## config.mk

```make
export PLATFORM = sky130hd
export DESIGN_NAME = wilder_moving_average_unit
export DESIGN_NICKNAME = d
export VERILOG_FILES = /design/src/rtl/wma_pkg.sv /design/src/rtl/wilder_moving_average_unit.sv
export SDC_FILE = /design/constraint.sdc
export NUM_CORES = 2
export LEC_CHECK = 0
export BUFFER_PORTS_ARGS = -buffer_cell sky130_fd_sc_hd__buf_2
export CAP_MARGIN = 5
export CORE_UTILIZATION = 35
export CTS_BUF_LIST = sky130_fd_sc_hd__clkbuf_8
export CTS_CLUSTER_DIAMETER = 100
export DETAILED_ROUTE_END_ITERATION = 8
export GPL_ROUTABILITY_DRIVEN = 0
export MAX_ROUTING_LAYER = met4
export RECOVER_POWER = 100
export SLEW_MARGIN = 20
export SYNTH_ARGS = -nofsm -noshare
export SYNTH_HDL_FRONTEND = slang
export SYNTH_SLANG_ARGS = --single-unit
```

## constraint.sdc

```tcl
create_clock -name i_clk -period 9.5 [get_ports i_clk]
set_input_delay 0.475 -clock i_clk [delete_from_list [all_inputs] [get_ports i_clk]]
set_output_delay 0.475 -clock i_clk [all_outputs]
set_load 0.02 [all_outputs]
```

## src/rtl/wma_pkg.sv

```systemverilog
// Shared constants for the Wilder moving average unit.
package wma_pkg;

    // Width of the period register and its value after reset.
    localparam int PERIOD_W = 10;
    localparam logic [PERIOD_W-1:0] PERIOD_RESET = 10'd14;

    // The sample count stops at period + 1, so it needs one bit more than the period.
    localparam int COUNT_W = PERIOD_W + 1;

endpackage

```

## src/rtl/wilder_moving_average_unit.sv

```systemverilog
// Wilder smoothing moving average over signed Q16.16 samples, using one shared divider.
// A seed-window sample is taken and the input stays ready; the sample that completes the window
// keeps the input busy while the radix-2 divider works on the seed (S_PREP, S_DIV, S_FIX).
// A recursive sample passes S_MUL, S_ADD, S_PREP, S_DIV and S_FIX before its result is offered,
// and the next sample is taken once that result (and any held seed before it) is accepted.
// Reset is synchronous, active low: period 14, sample count, seed sum and average cleared.
module wilder_moving_average_unit
    import wma_pkg::*;
#(
    parameter int SAMPLE_WIDTH = 32,
    parameter int PERIOD_MAX   = 1023
) (
    input  logic                              i_clk,
    input  logic                              i_rst_n,
    // Configuration: period register.
    input  logic                              i_cfg_we,
    input  logic [PERIOD_W-1:0]               i_cfg_data,
    // Input stream.
    input  logic                              i_s_axis_tvalid,
    output logic                              o_s_axis_tready,
    input  logic [((SAMPLE_WIDTH+7)/8)*8-1:0] i_s_axis_tdata,  // [SAMPLE_WIDTH-1:0] sample
    input  logic                              i_s_axis_tuser,  // [0] first
    // Output stream.
    output logic                              o_m_axis_tvalid,
    input  logic                              i_m_axis_tready,
    output logic [((SAMPLE_WIDTH+7)/8)*8-1:0] o_m_axis_tdata,  // [SAMPLE_WIDTH-1:0] average
    output logic                              o_m_axis_tlast   // last_of_run
);

    localparam int TDATA_W = ((SAMPLE_WIDTH + 7) / 8) * 8;
    localparam int SUM_W   = SAMPLE_WIDTH + PERIOD_W;
    localparam int NUM_W   = SAMPLE_WIDTH + PERIOD_W + 1;
    localparam int DCW     = $clog2(NUM_W);

    typedef enum logic [2:0] {
        S_IDLE,
        S_MUL,
        S_ADD,
        S_PREP,
        S_DIV,
        S_FIX,
        S_OUT_SEED,
        S_OUT_LAST
    } t_state;

    t_state                    r_state;
    logic [PERIOD_W-1:0]       r_period;
    logic [COUNT_W-1:0]        r_cnt;
    logic signed [SUM_W-1:0]   r_sum;
    logic [SAMPLE_WIDTH-1:0]   r_prev;
    logic [SAMPLE_WIDTH-1:0]   r_sample;
    logic                      r_two;
    logic                      r_seed_op;
    logic signed [NUM_W-1:0]   r_num;
    logic                      r_neg;
    logic [NUM_W-1:0]          r_q;
    logic [PERIOD_W-1:0]       r_rem;
    logic [DCW-1:0]            r_dcnt;
    logic [SAMPLE_WIDTH-1:0]   r_out;
    logic [SAMPLE_WIDTH-1:0]   r_hold;
    logic                      r_out_last;

    logic [PERIOD_W-1:0]       p_eff;
    logic [PERIOD_W-1:0]       p_m1;
    logic [COUNT_W-1:0]        p_cnt;
    logic                      in_acc;
    logic [SAMPLE_WIDTH-1:0]   in_sample;
    logic [COUNT_W-1:0]        eff_cnt;
    logic signed [SUM_W-1:0]   eff_sum;
    logic signed [SUM_W-1:0]   n_sum;
    logic signed [NUM_W-1:0]   n_prod;
    logic [PERIOD_W+1:0]       shifted;
    logic [PERIOD_W+1:0]       trial;
    logic                      q_bit;
    logic [PERIOD_W-1:0]       n_rem;
    logic [NUM_W-1:0]          q_signed;

    // Effective period, clamped to the largest supported value.
    assign p_eff = (32'(r_period) > PERIOD_MAX) ? PERIOD_W'(PERIOD_MAX) : r_period;
    assign p_m1  = p_eff - 1'b1;
    assign p_cnt = {1'b0, p_eff};

    // Input word and the state as seen after an optional restart of the series.
    assign in_acc    = i_s_axis_tvalid && o_s_axis_tready;
    assign in_sample = i_s_axis_tdata[SAMPLE_WIDTH-1:0];
    assign eff_cnt   = i_s_axis_tuser ? '0 : r_cnt;
    assign eff_sum   = i_s_axis_tuser ? '0 : r_sum;
    assign n_sum     = eff_sum + {{(SUM_W-SAMPLE_WIDTH){in_sample[SAMPLE_WIDTH-1]}}, in_sample};

    // Previous average times (period - 1).
    assign n_prod = $signed(r_prev) * $signed({1'b0, p_m1});

    // One restoring division step: bring down the next dividend bit and try the subtract.
    assign shifted = {1'b0, r_rem, r_q[NUM_W-1]};
    assign trial   = shifted - {2'b00, p_eff};
    assign q_bit   = !trial[PERIOD_W+1];
    assign n_rem   = q_bit ? trial[PERIOD_W-1:0] : shifted[PERIOD_W-1:0];

    // Quotient with the sign restored; truncation toward zero comes from dividing magnitudes.
    assign q_signed = r_neg ? (~r_q + 1'b1) : r_q;

    // Sequencer, datapath registers and output register.
    always_ff @(posedge i_clk) begin
        if (!i_rst_n) begin
            r_state  <= S_IDLE;
            r_period <= PERIOD_RESET;
            r_cnt    <= '0;
            r_sum    <= '0;
            r_prev   <= '0;
        end else begin
            if (i_cfg_we) begin
                r_period <= i_cfg_data;
            end
            case (r_state)
                S_IDLE: begin
                    if (in_acc) begin
                        // A restart clears the previous average; count and sum follow below.
                        if (i_s_axis_tuser) begin
                            r_prev <= '0;
                        end
                        if (p_eff == '0) begin
                            // Period zero drops the sample, but a restart still clears.
                            r_cnt <= eff_cnt;
                            r_sum <= eff_sum;
                        end else if (eff_cnt < p_cnt) begin
                            // Seed window: accumulate, and divide once the window is full.
                            r_sum <= n_sum;
                            r_cnt <= eff_cnt + 1'b1;
                            if (eff_cnt + 1'b1 == p_cnt) begin
                                r_num     <= {n_sum[SUM_W-1], n_sum};
                                r_seed_op <= 1'b1;
                                r_state   <= S_PREP;
                            end
                        end else begin
                            // Recursive phase; the first one also releases the held seed.
                            r_sample  <= in_sample;
                            r_two     <= (eff_cnt == p_cnt);
                            r_seed_op <= 1'b0;
                            if (eff_cnt == p_cnt) begin
                                r_cnt <= eff_cnt + 1'b1;
                            end
                            r_state <= S_MUL;
                        end
                    end
                end
                S_MUL: begin
                    r_num   <= n_prod;
                    r_state <= S_ADD;
                end
                S_ADD: begin
                    r_num <= r_num
                           + {{(NUM_W-SAMPLE_WIDTH){r_sample[SAMPLE_WIDTH-1]}}, r_sample};
                    r_state <= S_PREP;
                end
                S_PREP: begin
                    r_neg   <= r_num[NUM_W-1];
                    r_q     <= r_num[NUM_W-1] ? (~r_num + 1'b1) : r_num;
                    r_rem   <= '0;
                    r_dcnt  <= '0;
                    r_state <= S_DIV;
                end
                S_DIV: begin
                    r_q    <= {r_q[NUM_W-2:0], q_bit};
                    r_rem  <= n_rem;
                    r_dcnt <= r_dcnt + 1'b1;
                    if (r_dcnt == DCW'(NUM_W - 1)) begin
                        r_state <= S_FIX;
                    end
                end
                S_FIX: begin
                    r_prev <= q_signed[SAMPLE_WIDTH-1:0];
                    if (r_seed_op) begin
                        r_state <= S_IDLE;
                    end else if (r_two) begin
                        r_out      <= r_prev;
                        r_out_last <= 1'b0;
                        r_hold     <= q_signed[SAMPLE_WIDTH-1:0];
                        r_state    <= S_OUT_SEED;
                    end else begin
                        r_out      <= q_signed[SAMPLE_WIDTH-1:0];
                        r_out_last <= 1'b1;
                        r_state    <= S_OUT_LAST;
                    end
                end
                S_OUT_SEED: begin
                    if (i_m_axis_tready) begin
                        r_out      <= r_hold;
                        r_out_last <= 1'b1;
                        r_state    <= S_OUT_LAST;
                    end
                end
                S_OUT_LAST: begin
                    if (i_m_axis_tready) begin
                        r_state <= S_IDLE;
                    end
                end
                default: begin
                    r_state <= S_IDLE;
                end
            endcase
        end
    end

    // Stream outputs.
    assign o_s_axis_tready = (r_state == S_IDLE);
    assign o_m_axis_tvalid = (r_state == S_OUT_SEED) || (r_state == S_OUT_LAST);
    assign o_m_axis_tdata  = TDATA_W'(r_out);
    assign o_m_axis_tlast  = r_out_last;

endmodule

```

Yosys cells after proc, flatten, opt, wreduce, memory -nomap -nowiden
Index checks and enable logic that the tools add are counted.

cells by class
  shift operators = 0
  equal/unequal tests = 21
  $add $sub $neg = 8
  div/mod/pow operators = 0
  bitwise gates (word level) = 5
  magnitude comparators = 1
  mux-type cells = 40
  $mul = 1
  reduce and logical (&&, ||, !) cells = 22

operators by type and width
  kind                                           count
  two-way mux 43 bit                             5
  two-way mux 32 bit                             6
  one-hot mux 43 bit (3 select lines)            1
  one-hot mux 32 bit (2 select lines)            2
  two-way mux 42 bit                             3
  one-hot mux 43 bit (2 select lines)            1
  two-way mux 11 bit                             4
  adder 43 x 1 -> 43 bit, second input constant  1
  adder 43 bit                                   1
  multiplier 32 x 11 -> 43 bit                   1
  inverter 43 bit                                1
  adder 42 bit                                   1
  adder 32 x 1 -> 32 bit, second input constant  1
  inverter 32 bit                                1
  two-way mux 3 bit                              8
  one-hot mux 3 bit (8 select lines)             1
  == test 11 x 10 -> 1 bit                       2
  one-hot mux 10 bit (2 select lines)            1
  == test 3 bit, second input constant           4
  one-hot mux 6 bit (2 select lines)             1
  AND reduction 6 bit                            2
  subtractor 11 x 10 -> 12 bit                   1
  adder 11 x 1 -> 11 bit, second input constant  1
  < comparator 11 x 10 -> 1 bit                  1
  other kinds (23)                               47

word-level totals
  memory bits (writable) = 0
  logic and storage cells = 114
  register bits = 300
  output and inout bits = 35
  memory bits (read-only) = 0
  memories kept = 0
  bits in latches = 0
  input bits = 48

Depth between registers and ports, before layout
  depth in word-level cells = 8
  depth in mapped cells = 27

Worst setup path before layout
Ideal clock, no wire load.

  kind = flip-flop to flip-flop
  start = register r_period[0], in the netlist p_eff[0]
  end = register r_num[22], data pin
  arrival = 6806 ps
  stages on the path, launching flop included = 25
  period minus slack after synthesis = 7074 ps
  slack = 2426 ps
  setup time = 267 ps
  path through = dfxtp_1 -> clkinv_1 -> ha_1 -> and3_1 -> xnor2_1 -> clkbuf_1 -> nand2_1 -> fa_1 -> fa_1 -> fa_1 -> inv_1 -> fa_1 -> inv_1 -> fa_1 -> inv_1 -> ha_1 -> a2111o_1 -> o21ai_0 -> o21bai_1 -> a311o_1 -> a41oi_1 -> o21ai_0 -> xor2_1 -> a22oi_1 -> o21ai_0

on the way
  cells in the longest elaborated chain, start to end = 3

ends and longest elaborated chain
  what                                 RTL line                           RTL
  start, declared                      wilder_moving_average_unit.sv:47   logic [PERIOD_W-1:0] r_period;
  start signal, assigned               wilder_moving_average_unit.sv:112  r_period <= i_cfg_data;
  subtractor 10 x 1 -> 10 bit          wilder_moving_average_unit.sv:80   assign p_m1 = p_eff - 1'b1;
  multiplier 32 x 11 -> 43 bit         wilder_moving_average_unit.sv:91   assign n_prod = $signed(r_prev) * $signed({1'b0, p_m1});
  one-hot mux 43 bit (3 select lines)  wilder_moving_average_unit.sv:114  case (r_state)
  end signal, assigned                 wilder_moving_average_unit.sv:130  r_num <= {n_sum[SUM_W-1], n_sum};
  end signal, assigned                 wilder_moving_average_unit.sv:147  r_num <= n_prod;
  end signal, assigned                 wilder_moving_average_unit.sv:151  r_num <= r_num
  end, declared                        wilder_moving_average_unit.sv:54   logic signed [NUM_W-1:0] r_num;

No other way between the ends.
A chain may end at the register's enable or synchronous reset.

Worst setup path after layout
  start = register r_period[1], in the netlist p_eff[1]
  end = register r_num[39], data pin

The elaborated chain is that of the path after synthesis.

==> summary.md <==
| Metric | Value |
|---|---|
| Vias per inst | 5.19 |
| Number of antenna violations at the first check in global routing | 2 |
| Power per cell area | 119 mW/mm2 |
| Critical path data required time | 9910 ps |
| Maximum vdd drop | 0.0000682 V |
| Clock Skews | 56.1 ps |
| Number of buffers inserted by port buffering | 82 |
| Ys flop type | sky130_fd_sc_hd__edfxtp_1 |
| Setup crit end kind | flop |
| Register area | 0.00803 mm2 |
| Detailed Route Iter0 Violations | 1800 |
| Netlist Area Pre-Place | 0.0302 mm2 |
| Routed metal-1 wire length | 40.4 mm |
| Final net count | 3881 |
| Final Routed Wirelength | 80.1 mm |
| Remaining number of nets flagged by the antenna check after routing | 0 |
| Number of cells produced by synthesis | 3344 |
| CTS clk-pin slew, worst paths | 60 ps |
| Clk sink count | 300 |
| Fillers | 8673 |
| Root Buffer Master | sky130_fd_sc_hd__clkbuf_8 |
| Number of max-slew violations in the final report | 529 |
| Count of pins on the block boundary | 83 |
| Post-synth ARST share | 0% |
| Critical Path Fanout Max | 32 |
| Synth-to-Final Area Change | 8.78% |
| Summed area of non-filler cells in the final layout | 0.0329 mm2 |
| Compound-gate portion of the synthesized area | 15.5% |
| Mux cell area share after synthesis | 1.56% |
| Die X | 296 um |
| Failing checks | capacitance limit, slew limit |
| Highest routed layer | met4 |
| Count of flip-flops with a built-in enable after synthesis | 202 |
| Vertical die dimension | 296 um |
| Total number of vias | 23600 |
| Met3 Routed Length | 6.01 mm |
| Effective utilization at floorplan | 35.4% |
| Dpl hpwl | 62.3 mm |
| Via count of the first global-routing pass | 23000 |
| Path category of the worst min-delay check | in2reg |
| Pleak | 13.7 nW |
| Post-synthesis simple-gate area fraction | 17.0% |
| Final clock period utilization by the worst path | 83.8% |
| Post-Synthesis Mean Instance Area | 9.03 um2 |
| Overall Global Routing Usage | 19.4% |
| Total placed instance area | 0.0317 mm2 |
| Cell variety after synth | 77 |
| H-tree depth | 2 |
| Type of origin of the critical path | flop |
| Yosys warnings | 0 |
| Synthesized net count | 3870 |
| Dominant combinational cell family by area after synthesis | adder cells |
| Post-synthesis share of cell area spent on xor and xnor gates | 6.15% |
| Total negative slack for setup checks | 0 ps |
| Buffers from clock root to sink, at most | 3 |
| Routed wire per std cell | 17.6 um |
| Register bit total from synthesis | 300 |
| Number of cell rows | 107 |
| Max_cap viols | 12 |
| Source-to-sink clock delay at the later pin of the worst-skew pair | 670 ps |
| Max Clk Rate | 126 MHz |
| Floorplan die area | 0.0875 mm2 |
| Fraction of layout cells with a size suffix above 1 | 4.06% |
| Critical path type | reg2reg |
| CP arrival | 8380 ps |
| Wire length of the first global-routing pass | 130 mm |
| CTS Buf Count | 55 |
| Largest net degree at the start of global routing | 70 |
| Met2 wire length | 32.7 mm |
| Max-slew headroom | -130% |
| Area share of fa/ha/maj cells after synthesis | 26.7% |
| Setup violation total in the final timing report | 0 |
| Drc violations | 0 |
| Sequential fraction of the synthesis area | 26.6% |
| Post-CTS Resized | 0 |
| Setup repair after global routing missed its margin | no |
| Number of search-and-repair iterations in the first detailed-routing pass | 7 |
| Area of combinational cells with multiple inputs | 0.0203 mm2 |
| CORE AREA | 0.0853 mm2 |
| Period minus WS final | 7970 ps |
| Status | finished, violations left |
| Transition time of the tightest slew-check pin | 3450 ps |
| CTS tree | built |
| Fin. Hold Viols | 0 |
| Overflow after GRT | 0 |
## synth_stat cells (6+ instances only)
library cell	count	share of area, %
sky130_fd_sc_hd__a211oi_1	27	0.67
sky130_fd_sc_hd__a22oi_1	81	2.0
sky130_fd_sc_hd__or2_2	6	0.12
sky130_fd_sc_hd__nand4_1	26	0.54
sky130_fd_sc_hd__nor2_1	207	2.6
sky130_fd_sc_hd__a211o_1	7	0.20
sky130_fd_sc_hd__xnor2_1	112	3.2
sky130_fd_sc_hd__nand3_1	51	0.85
sky130_fd_sc_hd__nor3_1	36	0.60
sky130_fd_sc_hd__nand2b_1	35	0.73
sky130_fd_sc_hd__a31oi_1	13	0.27
sky130_fd_sc_hd__o21bai_1	13	0.32
sky130_fd_sc_hd__nor2b_1	190	3.9
sky130_fd_sc_hd__or3_1	22	0.46
sky130_fd_sc_hd__nand2_1	383	4.8
sky130_fd_sc_hd__o21ai_0	195	3.2
sky130_fd_sc_hd__and3_1	20	0.41
sky130_fd_sc_hd__a22o_1	7	0.20
sky130_fd_sc_hd__inv_1	332	4.1
sky130_fd_sc_hd__a311oi_1	6	0.17
sky130_fd_sc_hd__a21oi_1	170	2.8
sky130_fd_sc_hd__o221ai_1	8	0.23
sky130_fd_sc_hd__edfxtp_1	202	20
sky130_fd_sc_hd__o21a_1	22	0.55
sky130_fd_sc_hd__nor4_1	9	0.19
sky130_fd_sc_hd__o41ai_1	8	0.23
sky130_fd_sc_hd__a21o_1	52	1.3
sky130_fd_sc_hd__ha_1	202	8.4
sky130_fd_sc_hd__o31ai_1	43	1.1
sky130_fd_sc_hd__mux2i_1	47	1.6
sky130_fd_sc_hd__and4_1	7	0.20
sky130_fd_sc_hd__o211ai_1	12	0.30
sky130_fd_sc_hd__o21ai_1	6	0.099
sky130_fd_sc_hd__or4_1	6	0.15
sky130_fd_sc_hd__and2_1	36	0.75
sky130_fd_sc_hd__dfxtp_1	98	6.5
sky130_fd_sc_hd__xor2_1	100	2.9
sky130_fd_sc_hd__clkbuf_1	172	2.1
sky130_fd_sc_hd__fa_1	276	18
## through the flow
step	instances	worst slack, ps	total power (W)	utilization [%]	hold slack (ps)
global route	4546	783	0.00412	38.5	54.5
global placement	4420	1790	0.00264	37.2	426
detailed placement	4420	1620	0.00264	37.2	436
floorplan	3344	2430	0.00233	-	417
CTS	4545	1610	0.00394	38.7	0.103
finish	4546	1530	0.00390	38.5	74.9
## cell type report
cell class / count / share of cell area, %
Multi-Input combinational cell: 2528 / 61.7
Sequential cell: 300 / 24.4
Clock buffer: 63 / 2.64
Timing Repair Buffer: 136 / 2.23
Clock inverter: 40 / 0.804
Inverter: 334 / 3.82
Tap cell: 1144 / 4.36
Antenna cell: 1 / 0.00762
## final timing paths
check	startpoint	endpoint	slack, ps	cells past startpoint
setup / recovery	p_eff[1]$_SDFFE_PN1P_	r_num[39]$_DFFE_PP_	1530	27
hold / removal	i_cfg_data[6]	p_eff[6]$_SDFFE_PN0P_	70	3
setup reg to reg	p_eff[1]$_SDFFE_PN1P_	r_num[39]$_DFFE_PP_	1530	27
hold reg to reg	r_sum[36]$_SDFFE_PN0P_	r_sum[36]$_SDFFE_PN0P_	450	2
## layout by cell type, fill, tap and decap left out, drive strengths merged, types with 10 or more instances in the layout
cell type,Yosys,layout
o41ai,10,10
edfxtp,202,202
o21ai,201,201
clkbuf,173,145
ha,202,202
a21oi,170,170
inv,333,348
nor2b,190,190
dlygate4sd3,0,22
a22oi,81,81
nand2b,37,37
xnor2,112,112
nand3,51,51
a211oi,27,27
and3,20,20
o31ai,43,43
o21a,22,22
a31oi,13,13
nand4,26,26
nor3,36,36
clkinv,1,22
or3,24,24
o211ai,12,12
o21bai,13,13
mux2i,47,47
dfxtp,98,98
and2,37,37
buf,9,32
nand2,383,383
nor2,207,207
a21o,52,52
fa,276,276
xor2,100,100
## kinds of logic after synthesis
logic type                 Yosys count
AOI/OAI and AO/OA                  731
adders and majority gates          478
buffers and inverters              516
xor gates and xnor gates           212
and+or+nand+nor                   1060
muxes                               47
DFF                                300
## critical path, cell delays in order (launching register included)
cell and delay [ps]:
sky130_fd_sc_hd__dfxtp_1 360, sky130_fd_sc_hd__inv_1 200, sky130_fd_sc_hd__ha_1 270, sky130_fd_sc_hd__nand3_1 180, sky130_fd_sc_hd__nor3_1 310, sky130_fd_sc_hd__xnor2_2 140, sky130_fd_sc_hd__buf_4 340, sky130_fd_sc_hd__nor2b_1 90
sky130_fd_sc_hd__ha_1 290, sky130_fd_sc_hd__inv_1 50, sky130_fd_sc_hd__fa_1 540, sky130_fd_sc_hd__inv_1 70, sky130_fd_sc_hd__fa_1 520, sky130_fd_sc_hd__fa_1 570, sky130_fd_sc_hd__inv_1 60, sky130_fd_sc_hd__fa_1 550
sky130_fd_sc_hd__inv_1 50, sky130_fd_sc_hd__ha_1 370, sky130_fd_sc_hd__a21oi_1 190, sky130_fd_sc_hd__nor2_1 70, sky130_fd_sc_hd__o311ai_0 360, sky130_fd_sc_hd__nand3_1 230, sky130_fd_sc_hd__o21ai_0 420, sky130_fd_sc_hd__o21ai_0 260
sky130_fd_sc_hd__a221oi_1 480, sky130_fd_sc_hd__nor4_1 70, sky130_fd_sc_hd__or3_1 410, sky130_fd_sc_hd__a221o_1 270
## timing repair
item                                   in CTS  in global routing
hold buffers                               22                  0
buffers inserted                            0                  0
endpoints found under the hold margin      22                  0
## registers in the layout (all words and copies together) (netlist names)
name,cells
r_num,43
r_q,43
r_sum,42
o_m_axis_tdata,32
r_hold,32
r_prev,32
r_sample,32
r_cnt,11
p_eff,10
r_rem,10
r_dcnt,6
r_state,3
o_m_axis_tlast,1
r_neg,1
r_seed_op,1
r_two,1
## layer usage
metal	vias to the layer above	GRT usage (%)
li1	11400	-
met1	11400	29.4
met2	644	26.7
met3	77	3.72
met4	0	3.03
met5	-	-
## report_power, final
part,switching [W],internal [W],total (W),leakage (nW)
combinational,0.000663,0.000379,0.00104,10.5
sequential,0.0000688,0.00151,0.00158,2.64
clock,0.000589,0.000691,0.00128,0.635
Note: power is estimated with default switching activity, not from simulation.
